**src/rtl/best_times_top_k_assert.svh**
```systemverilog
// ----------------------------------------------------------------------------
// best_times_top_k_assert.svh
// Assertion macros shared by the best-times block.
// ----------------------------------------------------------------------------
`ifndef BEST_TIMES_TOP_K_ASSERT_SVH
`define BEST_TIMES_TOP_K_ASSERT_SVH

// Same-cycle implication, sampled on clk_i, off while rst_ni is low.
`define BTK_ASSERT_IMP(lbl, ante, cons, msg) \
  lbl: assert property (@(posedge clk_i) disable iff (!rst_ni) (ante) |-> (cons)) \
    else $error(msg);

// Next-cycle implication, sampled on clk_i, off while rst_ni is low.
`define BTK_ASSERT_NXT(lbl, ante, cons, msg) \
  lbl: assert property (@(posedge clk_i) disable iff (!rst_ni) (ante) |=> (cons)) \
    else $error(msg);

`endif

```
**src/rtl/btk_pkg.sv**
```systemverilog
`timescale 1ns / 1ps
// ----------------------------------------------------------------------------
// btk_pkg
// Types and constants of the best-times block.
// ----------------------------------------------------------------------------
package btk_pkg;

  localparam int TIME_W = 16;
  localparam int MODE_W = 2;
  localparam int RANK_W = 4;

  // Function codes of an input beat
  localparam logic FUNC_INSERT = 1'b0;
  localparam logic FUNC_LIST   = 1'b1;

  typedef enum logic [2:0] {
    ST_IDLE,
    ST_FULL_RD,
    ST_FULL_CMP,
    ST_SHIFT_RD,
    ST_SHIFT,
    ST_LIST_RD,
    ST_LIST_OUT,
    ST_EMPTY
  } state_e;

endpackage

```
**src/rtl/best_times_top_k.sv**
```systemverilog
`timescale 1ns / 1ps
// ----------------------------------------------------------------------------
// best_times_top_k
// Per-mode sorted lists of the smallest finishing times.
// ----------------------------------------------------------------------------
// The block keeps NUM_LISTS sorted lists (mode 1 to NUM_LISTS) of up to
// LIST_DEPTH times each, all held in one RAM with registered read data;
// only the per-list fill counts live in flip-flops, so no clearing pass is
// needed after reset. An insert beat (func 0) walks down the chosen list
// from its end, moving each larger entry up one slot per cycle, and drops
// the new time into the gap; on a full list it first reads the largest
// entry and discards the new time unless it is strictly smaller. An insert
// is carried out by a read-compare-write walk through the RAM. A list beat
// (func 1) streams the entries in rank order, one result beat per cycle
// while the result side is free, after a first RAM read, the final beat
// marked by last_o; an empty list gives one beat with empty_res_o and
// last_o set and zero value and rank. Beats with mode 0 or above NUM_LISTS
// are accepted and dropped. One item is worked on at a time: in_ready_o is
// high only when the block is idle. Ranks are reported in four bits.
// ----------------------------------------------------------------------------
module best_times_top_k #(
  parameter int LIST_DEPTH = 10,
  parameter int NUM_LISTS  = 3
) (
  input  logic                        clk_i,
  input  logic                        rst_ni,
  // input channel
  input  logic                        in_valid_i,
  output logic                        in_ready_o,
  input  logic                        func_i,
  input  logic [btk_pkg::MODE_W-1:0]  mode_i,
  input  logic [btk_pkg::TIME_W-1:0]  time_value_i,
  // result channel
  output logic                        out_valid_o,
  input  logic                        out_ready_i,
  output logic [btk_pkg::TIME_W-1:0]  entry_value_o,
  output logic [btk_pkg::RANK_W-1:0]  rank_o,
  output logic                        empty_res_o,
  output logic                        last_o
);

  `include "best_times_top_k_assert.svh"

  localparam int IW        = (LIST_DEPTH > 1) ? $clog2(LIST_DEPTH) : 1;
  localparam int CW        = $clog2(LIST_DEPTH + 1);
  localparam int SW        = (NUM_LISTS > 1) ? $clog2(NUM_LISTS) : 1;
  localparam int RAM_DEPTH = NUM_LISTS * LIST_DEPTH;
  localparam int AW        = (RAM_DEPTH > 1) ? $clog2(RAM_DEPTH) : 1;

  // --------------------------------------------------------------------------
  // State and datapath registers
  // --------------------------------------------------------------------------
  btk_pkg::state_e             state_q, state_d;
  logic [SW-1:0]               sel_q, sel_d;       // list being worked on
  logic [btk_pkg::TIME_W-1:0]  time_q, time_d;     // time being inserted
  logic [IW-1:0]               pos_q, pos_d;       // gap slot / listing index
  logic [CW-1:0]               lcnt_q, lcnt_d;     // length of the listed list
  logic [CW-1:0]               cnt_q [NUM_LISTS];  // fill count per list

  // output register
  logic                        out_valid_q;
  logic [btk_pkg::TIME_W-1:0]  entry_value_q;
  logic [btk_pkg::RANK_W-1:0]  rank_q;
  logic                        empty_q;
  logic                        last_q;

  // --------------------------------------------------------------------------
  // Input decode
  // --------------------------------------------------------------------------
  logic [btk_pkg::MODE_W-1:0] mode_m1;
  logic [SW-1:0]              in_sel;
  logic                       mode_ok;
  logic                       in_acc;
  logic [CW-1:0]              in_cnt;
  logic                       in_full;

  assign mode_m1 = mode_i - btk_pkg::MODE_W'(1);
  assign in_sel  = SW'(mode_m1);
  assign mode_ok = (mode_i != '0) && (32'(mode_i) <= NUM_LISTS);
  assign in_acc  = in_valid_i && in_ready_o;
  assign in_cnt  = mode_ok ? cnt_q[in_sel] : '0;
  assign in_full = (32'(in_cnt) == LIST_DEPTH);

  // --------------------------------------------------------------------------
  // Address and compare helpers
  // --------------------------------------------------------------------------
  logic [AW-1:0]              base_addr;
  logic [IW-1:0]              pos_m1, pos_m2, pos_p1;
  logic [CW-1:0]              pos_inc;
  logic                       list_last;
  logic                       out_free;
  logic [btk_pkg::TIME_W-1:0] ram_rdata;
  logic                       rd_gt_time;

  assign base_addr  = AW'(32'(sel_q) * LIST_DEPTH);
  assign pos_m1     = pos_q - IW'(1);
  assign pos_m2     = pos_q - IW'(2);
  assign pos_p1     = pos_q + IW'(1);
  assign pos_inc    = CW'(pos_q) + CW'(1);
  assign list_last  = (pos_inc == lcnt_q);
  assign out_free   = !out_valid_q || out_ready_i;
  assign rd_gt_time = (ram_rdata > time_q);

  // --------------------------------------------------------------------------
  // Next state
  // --------------------------------------------------------------------------
  always_comb begin
    state_d = state_q;
    unique case (state_q)
      btk_pkg::ST_IDLE: begin
        if (in_acc && mode_ok) begin
          if (func_i == btk_pkg::FUNC_LIST) begin
            state_d = (in_cnt == '0) ? btk_pkg::ST_EMPTY : btk_pkg::ST_LIST_RD;
          end else begin
            state_d = in_full ? btk_pkg::ST_FULL_RD : btk_pkg::ST_SHIFT_RD;
          end
        end
      end
      btk_pkg::ST_FULL_RD:  state_d = btk_pkg::ST_FULL_CMP;
      btk_pkg::ST_FULL_CMP: begin
        state_d = rd_gt_time ? btk_pkg::ST_SHIFT_RD : btk_pkg::ST_IDLE;
      end
      btk_pkg::ST_SHIFT_RD: begin
        state_d = (pos_q == '0) ? btk_pkg::ST_IDLE : btk_pkg::ST_SHIFT;
      end
      btk_pkg::ST_SHIFT: begin
        if (rd_gt_time) begin
          state_d = (pos_m1 == '0) ? btk_pkg::ST_SHIFT_RD : btk_pkg::ST_SHIFT;
        end else begin
          state_d = btk_pkg::ST_IDLE;
        end
      end
      btk_pkg::ST_LIST_RD:  state_d = btk_pkg::ST_LIST_OUT;
      btk_pkg::ST_LIST_OUT: begin
        if (out_free && list_last) begin
          state_d = btk_pkg::ST_IDLE;
        end
      end
      btk_pkg::ST_EMPTY: begin
        if (out_free) begin
          state_d = btk_pkg::ST_IDLE;
        end
      end
      default: state_d = btk_pkg::ST_IDLE;
    endcase
  end

  // --------------------------------------------------------------------------
  // Outputs of the state machine: RAM controls, input ready, result load
  // --------------------------------------------------------------------------
  logic                       ram_we, ram_re;
  logic [AW-1:0]              ram_waddr, ram_raddr;
  logic [btk_pkg::TIME_W-1:0] ram_wdata;
  logic                       out_load;

  always_comb begin
    in_ready_o = 1'b0;
    ram_we     = 1'b0;
    ram_re     = 1'b0;
    ram_waddr  = base_addr + AW'(pos_q);
    ram_raddr  = base_addr + AW'(pos_q);
    ram_wdata  = time_q;
    out_load   = 1'b0;
    unique case (state_q)
      btk_pkg::ST_IDLE: in_ready_o = 1'b1;
      btk_pkg::ST_FULL_RD: begin
        // fetch the largest stored entry
        ram_re = 1'b1;
      end
      btk_pkg::ST_FULL_CMP: begin
      end
      btk_pkg::ST_SHIFT_RD: begin
        if (pos_q == '0) begin
          ram_we = 1'b1;
        end else begin
          ram_re    = 1'b1;
          ram_raddr = base_addr + AW'(pos_m1);
        end
      end
      btk_pkg::ST_SHIFT: begin
        ram_we = 1'b1;
        if (rd_gt_time) begin
          // move the larger neighbor up and fetch the next one down
          ram_wdata = ram_rdata;
          if (pos_m1 != '0) begin
            ram_re    = 1'b1;
            ram_raddr = base_addr + AW'(pos_m2);
          end
        end
      end
      btk_pkg::ST_LIST_RD: begin
        ram_re = 1'b1;
      end
      btk_pkg::ST_LIST_OUT: begin
        if (out_free) begin
          out_load = 1'b1;
          if (!list_last) begin
            ram_re    = 1'b1;
            ram_raddr = base_addr + AW'(pos_p1);
          end
        end
      end
      btk_pkg::ST_EMPTY: out_load = out_free;
      default: begin
      end
    endcase
  end

  // --------------------------------------------------------------------------
  // Datapath next values
  // --------------------------------------------------------------------------
  always_comb begin
    sel_d  = sel_q;
    time_d = time_q;
    pos_d  = pos_q;
    lcnt_d = lcnt_q;
    case (state_q)
      btk_pkg::ST_IDLE: begin
        if (in_acc) begin
          sel_d  = in_sel;
          time_d = time_value_i;
          lcnt_d = in_cnt;
          if (func_i == btk_pkg::FUNC_LIST) begin
            pos_d = '0;
          end else if (in_full) begin
            pos_d = IW'(LIST_DEPTH - 1);
          end else begin
            pos_d = IW'(in_cnt);
          end
        end
      end
      btk_pkg::ST_SHIFT: begin
        if (rd_gt_time) begin
          pos_d = pos_m1;
        end
      end
      btk_pkg::ST_LIST_OUT: begin
        if (out_load) begin
          pos_d = pos_p1;
        end
      end
      default: begin
      end
    endcase
  end

  always_ff @(posedge clk_i or negedge rst_ni) begin
    if (!rst_ni) begin
      state_q <= btk_pkg::ST_IDLE;
    end else begin
      state_q <= state_d;
    end
  end

  always_ff @(posedge clk_i) begin
    sel_q  <= sel_d;
    time_q <= time_d;
    pos_q  <= pos_d;
    lcnt_q <= lcnt_d;
  end

  // Grow the count on an insert into a list that still has room
  always_ff @(posedge clk_i or negedge rst_ni) begin
    if (!rst_ni) begin
      for (int i = 0; i < NUM_LISTS; i++) begin
        cnt_q[i] <= '0;
      end
    end else if (in_acc && mode_ok && (func_i == btk_pkg::FUNC_INSERT) && !in_full) begin
      cnt_q[in_sel] <= in_cnt + CW'(1);
    end
  end

  // --------------------------------------------------------------------------
  // Result register: hold a beat until taken, load the next one behind it
  // --------------------------------------------------------------------------
  always_ff @(posedge clk_i or negedge rst_ni) begin
    if (!rst_ni) begin
      out_valid_q <= 1'b0;
    end else if (out_load) begin
      out_valid_q <= 1'b1;
    end else if (out_ready_i) begin
      out_valid_q <= 1'b0;
    end
  end

  always_ff @(posedge clk_i) begin
    if (out_load) begin
      if (state_q == btk_pkg::ST_EMPTY) begin
        entry_value_q <= '0;
        rank_q        <= '0;
        empty_q       <= 1'b1;
        last_q        <= 1'b1;
      end else begin
        entry_value_q <= ram_rdata;
        rank_q        <= btk_pkg::RANK_W'(pos_inc);
        empty_q       <= 1'b0;
        last_q        <= list_last;
      end
    end
  end

  assign out_valid_o   = out_valid_q;
  assign entry_value_o = entry_value_q;
  assign rank_o        = rank_q;
  assign empty_res_o   = empty_q;
  assign last_o        = last_q;

  // --------------------------------------------------------------------------
  // List storage
  // --------------------------------------------------------------------------
  btk_ram #(
    .WIDTH (btk_pkg::TIME_W),
    .DEPTH (RAM_DEPTH)
  ) u_ram (
    .clk_i   (clk_i),
    .we_i    (ram_we),
    .waddr_i (ram_waddr),
    .wdata_i (ram_wdata),
    .re_i    (ram_re),
    .raddr_i (ram_raddr),
    .rdata_o (ram_rdata)
  );

  // --------------------------------------------------------------------------
  // Assertions
  // --------------------------------------------------------------------------
  for (genvar g = 0; g < NUM_LISTS; g++) begin : g_cnt_chk
    `BTK_ASSERT_IMP(a_cnt_bound, 1'b1, 32'(cnt_q[g]) <= LIST_DEPTH, "list count above depth")
  end

  `BTK_ASSERT_IMP(a_shift_pos, state_q == btk_pkg::ST_SHIFT, pos_q != '0, "shift at slot zero")

  `BTK_ASSERT_IMP(a_empty_beat, out_valid_q && empty_q,
                  last_q && (rank_q == '0) && (entry_value_q == '0), "bad empty beat")

  `BTK_ASSERT_NXT(a_list_end,
                  (state_q == btk_pkg::ST_LIST_OUT) && (state_d == btk_pkg::ST_IDLE),
                  out_valid_q && last_q, "listing ended without last")

endmodule

```
**src/rtl/btk_ram.sv**
```systemverilog
`timescale 1ns / 1ps
// ----------------------------------------------------------------------------
// btk_ram
// Simple dual-port RAM: one write port, one read port, registered read data.
// ----------------------------------------------------------------------------
module btk_ram #(
  parameter int WIDTH = 16,
  parameter int DEPTH = 30
) (
  input  logic                                   clk_i,
  input  logic                                   we_i,
  input  logic [(DEPTH > 1 ? $clog2(DEPTH) : 1)-1:0] waddr_i,
  input  logic [WIDTH-1:0]                       wdata_i,
  input  logic                                   re_i,
  input  logic [(DEPTH > 1 ? $clog2(DEPTH) : 1)-1:0] raddr_i,
  output logic [WIDTH-1:0]                       rdata_o
);

  logic [WIDTH-1:0] mem_q [DEPTH];
  logic [WIDTH-1:0] rdata_q;

  always_ff @(posedge clk_i) begin
    if (we_i) begin
      mem_q[waddr_i] <= wdata_i;
    end
    if (re_i) begin
      rdata_q <= mem_q[raddr_i];
    end
  end

  assign rdata_o = rdata_q;

endmodule

```
**config.mk**
```make
export PLATFORM = sky130hd
export DESIGN_NAME = best_times_top_k
export DESIGN_NICKNAME = d
export VERILOG_FILES = /design/src/rtl/btk_pkg.sv /design/src/rtl/best_times_top_k.sv /design/src/rtl/btk_ram.sv
export VERILOG_INCLUDE_DIRS = /design/src /design/src/rtl
export SDC_FILE = /design/constraint.sdc
export NUM_CORES = 1
export LEC_CHECK = 0
export BUFFER_PORTS_ARGS = -buffer_cell sky130_fd_sc_hd__buf_2
export CAP_MARGIN = 20
export CORE_MARGIN = 5
export CORE_UTILIZATION = 54
export DETAILED_ROUTE_END_ITERATION = 7
export PLACE_DENSITY = 0.7
export SETUP_SLACK_MARGIN = 0.5
export SLEW_MARGIN = 20
export SYNTH_ARGS = -nofsm -noshare
export SYNTH_HDL_FRONTEND = slang
export SYNTH_SLANG_ARGS = --single-unit
```
**constraint.sdc**
```tcl
create_clock -name clk_i -period 11.55 [get_ports clk_i]
set_input_delay 1.155 -clock clk_i [delete_from_list [all_inputs] [get_ports clk_i]]
set_output_delay 1.155 -clock clk_i [all_outputs]
set_load 0.05 [all_outputs]
```
**Word level (Yosys, flattened, before mapping)**

Memories as Yosys holds them, arrays and structs flattened. A register that Yosys moved wholly into a read port is not among the register bits.
Cells that the tools add are included.

- Bitwise gates (word level): 2
- Add/sub/neg operators: 9
- Equality and inequality tests: 15
- Reductions and logical operators: 21
- Multiply operators: 1
- Multiplexer cells: 48
- Magnitude comparators: 3

Operator list:

| kind | number |
|---|---|
| $mux W4 | 9 |
| $mux W16 | 2 |
| $mux W5 | 5 |
| $pmux W3 S8 | 1 |
| $mux W3 | 7 |
| $add A5 B4 Y5 | 4 |
| $gt A16 B16 Y1 | 1 |
| $pmux W5 S3 | 1 |
| $mux W1 | 13 |
| $bwmux W12 | 1 |
| $eq A3 B3 Y1 const B | 4 |
| $logic_not A4 Y1 | 3 |
| $ne A2 B2 Y1 const B | 6 |
| $pmux W4 S3 | 1 |
| $add A4 B1 Y4 const B | 2 |
| $bmux W4 S2 | 1 |
| $demux W4 S2 | 1 |
| $eq A3 B2 Y1 const B | 2 |
| $logic_and A1 B1 Y1 | 6 |
| $mux W2 | 3 |
| $eq A4 B4 Y1 | 1 |
| $eq A4 B4 Y1 const B | 1 |
| $mul A2 B3 Y4 const B | 1 |
| $pmux W1 S2 | 2 |
| 19 further kinds | 21 |

- RAM bits: 480
- Flip-flop bits (word level): 64
- Input bits: 23
- Logic and storage cells: 113
- Memories: 1

Memory list:

| memory | depth | bits a word | rd ports | clocked after memory_dff | write ports | line | RTL |
|---|---|---|---|---|---|---|---|
| u_ram.mem_q | 30 | 16 | 1 | 1 | 1 | btk_ram.sv:19 | `logic [WIDTH-1:0] mem_q [DEPTH];` |

**Logic depth before layout (Yosys ltp)**

- Word-level depth: 11
- Depth in mapped cells: 18

**Cells and area by module**

Synthesis repeated with hierarchy kept, for this count alone.

- Cell total of the unflattened synthesis: 1,325
- Area, all modules: 23,488.8 µm²

Modules (own cells, without submodules):

| module | cells an instance | times used | area each (µm²) |
|---|---|---|---|
| btk_ram | 940 | 1 | 19,294.8 |
| best_times_top_k | 385 | 1 | 4,194.0 |

**Worst setup path before layout**

Ideal clock, no wire load.

- Path kind: reg2reg
- From: register u_ram.rdata_q[15], in the netlist u_ram.rdata_o[15], read port of u_ram.mem_q
- To: memory u_ram.mem_q[0][0] (data pin)
- Library setup time: 0.439 ns
- Cell stages (with the launch flop): 11
- Data required time: 11.111 ns
- Setup slack: 7.441 ns
- Arrival time: 3.670 ns
- Clock period less this slack: 4.109 ns
- Cells stage by stage: edfxtp_1 > ha_1 > nand4_1 > or2_1 > a211oi_1 > nor3_1 > or2_2 > or3_1 > clkbuf_1 > buf_1 > o21ai_0

- Longest elaborated chain between the ends: 3

RTL lines:

| element | line | RTL |
|---|---|---|
| from (decl) | btk_ram.sv:20 | `logic [WIDTH-1:0] rdata_q;` |
| $gt A16 B16 Y1 | best_times_top_k.sv:102 | `assign rd_gt_time = (ram_rdata > time_q);` |
| $mux W16 | best_times_top_k.sv:182 | `if (rd_gt_time) begin` |
| $mux W16 | best_times_top_k.sv:164 | `unique case (state_q)` |
| net ram_wdata, one bit | best_times_top_k.sv:153 | `logic [btk_pkg::TIME_W-1:0] ram_wdata;` |
| to (decl) | btk_ram.sv:19 |  |

The timed path passes the listed nets, and every way through them passes these cells.

**Worst setup path in the final report**

- From: register u_ram.rdata_q[7], in the netlist u_ram.rdata_o[7], read port of u_ram.mem_q
- To: register u_ram.rdata_q[10], in the netlist u_ram.rdata_o[10], read port of u_ram.mem_q (data pin)

- Longest elaborated chain between the ends: 3
- Elaborated cells on any way between the ends: 5
- Those cells by class: order compare (1); mux (4)

RTL lines:

| element | line |
|---|---|
| $gt A16 B16 Y1 * | best_times_top_k.sv:102 |
| $mux W1 or $mux W5 (tied branches) | best_times_top_k.sv:182 |
| $pmux W1 S4 or $pmux W5 S3 (tied branches) | best_times_top_k.sv:164 |

Every way passes the cells marked *; elsewhere a longest branch is shown, timed or not.
A chain may end at the register's enable or synchronous reset.

==> summary.md <==
| Metric | Value |
|---|---|
| Status | `completed` |
| Pre-CTS setup slack | `6240 ps` |
| Final WL | `58000 um` |
| Share of cells above drive strength 1 | `approximately 14%` |
| Total negative slack | `0 ps` |
| Core ar. | `between 40000 and 50000 um2` |
| Period minus WS final | `about 5500 ps` |
| Rel. slew slack | `25.9%` |
| Die ar. | `47600 um2` |
| Met1 wire length | `23500 um` |
| Setup ws final | `6100 ps` |
| Yosys reg bits | `between 500 and 600` |
| Clock root buffer | `clkbuf_16` |
| Placed instance count | `approximately 2200` |
| PostCTS Resize Cnt | `0` |
| Initial Utilization | `between 50% and 60%` |
| Area delta synth->final | `11.3%` |
| EDFF count, synth | `approximately 540` |
| First-pass GRT wire length | `86400 um` |
| Max clock buf depth | `3` |
| Slowest stage cell, crit path | `buf_4` |
| Mapped cell area | `23400 um2` |
| Finished Layout Cells | `2247` |
| Detail Route Antenna Nets | `0` |
| RSZ-0062 raised after global routing | `false` |
| Fin. Hold Viols | `0` |
| Clk pin slew, worst setup/hold paths | `60 ps` |
| # diodes | `0` |
| Worst-path cell chain | `ha_1 > nand4_1 > nor4_1 > a31oi_1 > o31ai_1 > a211o_1 > and3_4 > buf_4 > o21bai_1 > a221o_1 > a32oi_1 > nand4_1` |
| Initial antenna violation count | `1` |
| Vias per Instance | `roughly 6.2` |
| DRT iter0 DRCs | `approximately 1900` |
| Uppermost layer routed | `met5` |
| Final Cycle Share | `a little under half` |
| WP data arrival | `between 5000 and 6000 ps` |
| Fin. max-slew vios | `0` |
| DP HPWL | `36000 um` |
| Largest fanout on the critical path | `67` |
| Nature of the critical path endpoint | `flop` |
| Die Wd | `roughly 220 um` |
| CTS tree | `yes` |
| Wire length on met2 | `between 20000 and 30000 um` |
| Port Buffers | `46` |
| Hold Crit Class | `in -> async` |
| Clk_lat worst skew | `about 600 ps` |
| Seq/Total Area, Yosys | `a little under three quarters` |
| Cell repeated most along the worst path | `nand4_1` |
| Synth cell count leaders | `edfxtp_1 (544), nand2_1 (280), nand3_1 (92)` |
| Slowest cell delay on critical path | `a little over 800 ps` |
| Clk_skew | `between 15 and 20 ps` |
| Syn_area_per_cell | `between 10 and 15 um2` |
| Worst slew pin tran | `about 1100 ps` |
| Fillers | `approximately 3200` |
| Met3 wire len | `5330 um` |
| Synth Net Count | `between 1500 and 2000` |
| DRC | `0` |
| Predominant post-synthesis flop cell | `edfxtp_1` |
| Die height | `about 220 um` |
| Area leader, netlist | `edfxtp_1` |
| Post-CTS Setup Bufs | `0` |
| Vias in the first global route | `around 14000` |
| Htree depth | `2` |
| Async SR Flop Fraction | `under 10%` |
| Largest net degree at the start of global routing | `roughly 120` |
| Hold WS | `467 ps` |
| Fin nets | `1691` |
| Post-synthesis cell type count | `67` |
| CTS buffer count | `54` |
| Crit path kind | `reg -> reg` |
| Synth warn | `0` |
| Most numerous cell in the Yosys netlist | `edfxtp_1` |
| Required time of the critical path | `roughly 12000 ps` |
| GR Util All Layers | `24.2%` |
| Fmax | `~180 MHz` |
| Setup violations, final | `0` |
| Gpl congestion | `approximately 0.86` |
| CTS Hold Buffers Added | `0` |
| MaxCap Viol Count | `0` |
| Startpoint Class | `flop` |
| IO Count | `47` |
| Routed len/inst | `25.8 um` |
| Post-synth top area share | `~70%` |
| Std-Cell Rows | `between 70 and 80` |
| DR vias | `roughly 14000` |
| Grt total ovfl | `0` |
| Largest cells by area after synthesis | `edfxtp_1 (70%), nand2_1 (4.5%), mux4_2 (2.9%)` |
| First-pass iteration count of the detailed router | `5` |
| Clock sinks | `between 500 and 600` |
| Post-Synthesis Cells | `1562` |
==> layer usage <==
layer  global-route usage [%]  vias to the layer above
met1                     35.2                     7002
met3                     3.64                       99
met2                     38.9                      751
met4                     6.70                        2
li1                         -                     6080
met5                        0                        -
==> cell usage in the layout (no fill, tap or decap), types with 19 or more instances in the layout <==
cell	n
nand2_1	280
a32oi_1	26
ha_1	41
mux4_2	30
a21oi_1	31
o21ai_0	27
nand3_1	91
nand4_1	30
mux2_2	27
inv_1	40
nor2_1	52
buf_4	37
clkbuf_16	55
clkinv_1	19
a31oi_1	22
mux2i_1	36
edfxtp_1	544
buf_2	46
==> cell families (layout without fill, tap and decap cells) <==
family                     Yosys count  count (layout)  share of synthesized area [%]
xor gates and xnor gates            21              21                          0.915
muxes                              102             102                           6.74
DFF                                560             560                           71.6
AOI/OAI and AO/OA                  192             192                           5.91
adders and majority gates           45              45                           2.54
buffers and inverters              120             220                           2.40
and+or+nand+nor                    522             522                           9.95
==> worst max-delay path: cells and delay by family, from the launching register on <==
family / cells / cell delay [ps]
compound gates: 6 / 1780
fa+ha+maj: 1 / 380
buf+inv: 1 / 810
flops: 1 / 520
simple gates: 4 / 1580
==> path summary, 6_finish.rpt <==
path / start / endpoint / slack, ps / cells after the start
setup reg to reg: u_ram.rdata_o[7] / u_ram.rdata_o[10] / 6100 / 12
min in group clk_i: cnt_q[10] / cnt_q[10] / 480 / 2
hold reg to reg: cnt_q[10] / cnt_q[10] / 480 / 2
max in group asynchronous: rst_ni / cnt_q[5] / 10800 / 1
hold / removal: rst_ni / cnt_q[0] / 470 / 1
setup / recovery: u_ram.rdata_o[7] / u_ram.rdata_o[10] / 6100 / 12
==> cell type report <==
type | instances | area [um2] | area share, %
Timing Repair Buffer | 85 | 539 | 2.07
Inverter | 40 | 150 | 0.577
Clock inverter | 34 | 295 | 1.13
Tap cell | 585 | 732 | 2.81
Multi-Input combinational cell | 882 | 6180 | 23.7
Clock buffer | 61 | 1400 | 5.37
Sequential cell | 560 | 16700 | 64.3
==> state kept, by name (all words and copies together) (netlist names), 3 cells and up <==
register / cells
lcnt_q: 4
entry_value_o: 16
time_q: 16
pos_q: 4
rank_o: 4
u_ram.mem_q: 480
u_ram.rdata_o: 16
state_q: 3
cnt_q: 12
==> metrics by stage <==
step / cell area [um2] / util [%]
global route: 26000 / 60.6
global placement: 24300 / 56.6
detailed placement: 24300 / 56.6
floorplan: 23400 / -
CTS: 26000 / 60.5
finish: 26000 / 60.6
Power is left out: the tool's default activity adds up to more than one toggle a clock period on the data nets, which glitch-free logic cannot reach.
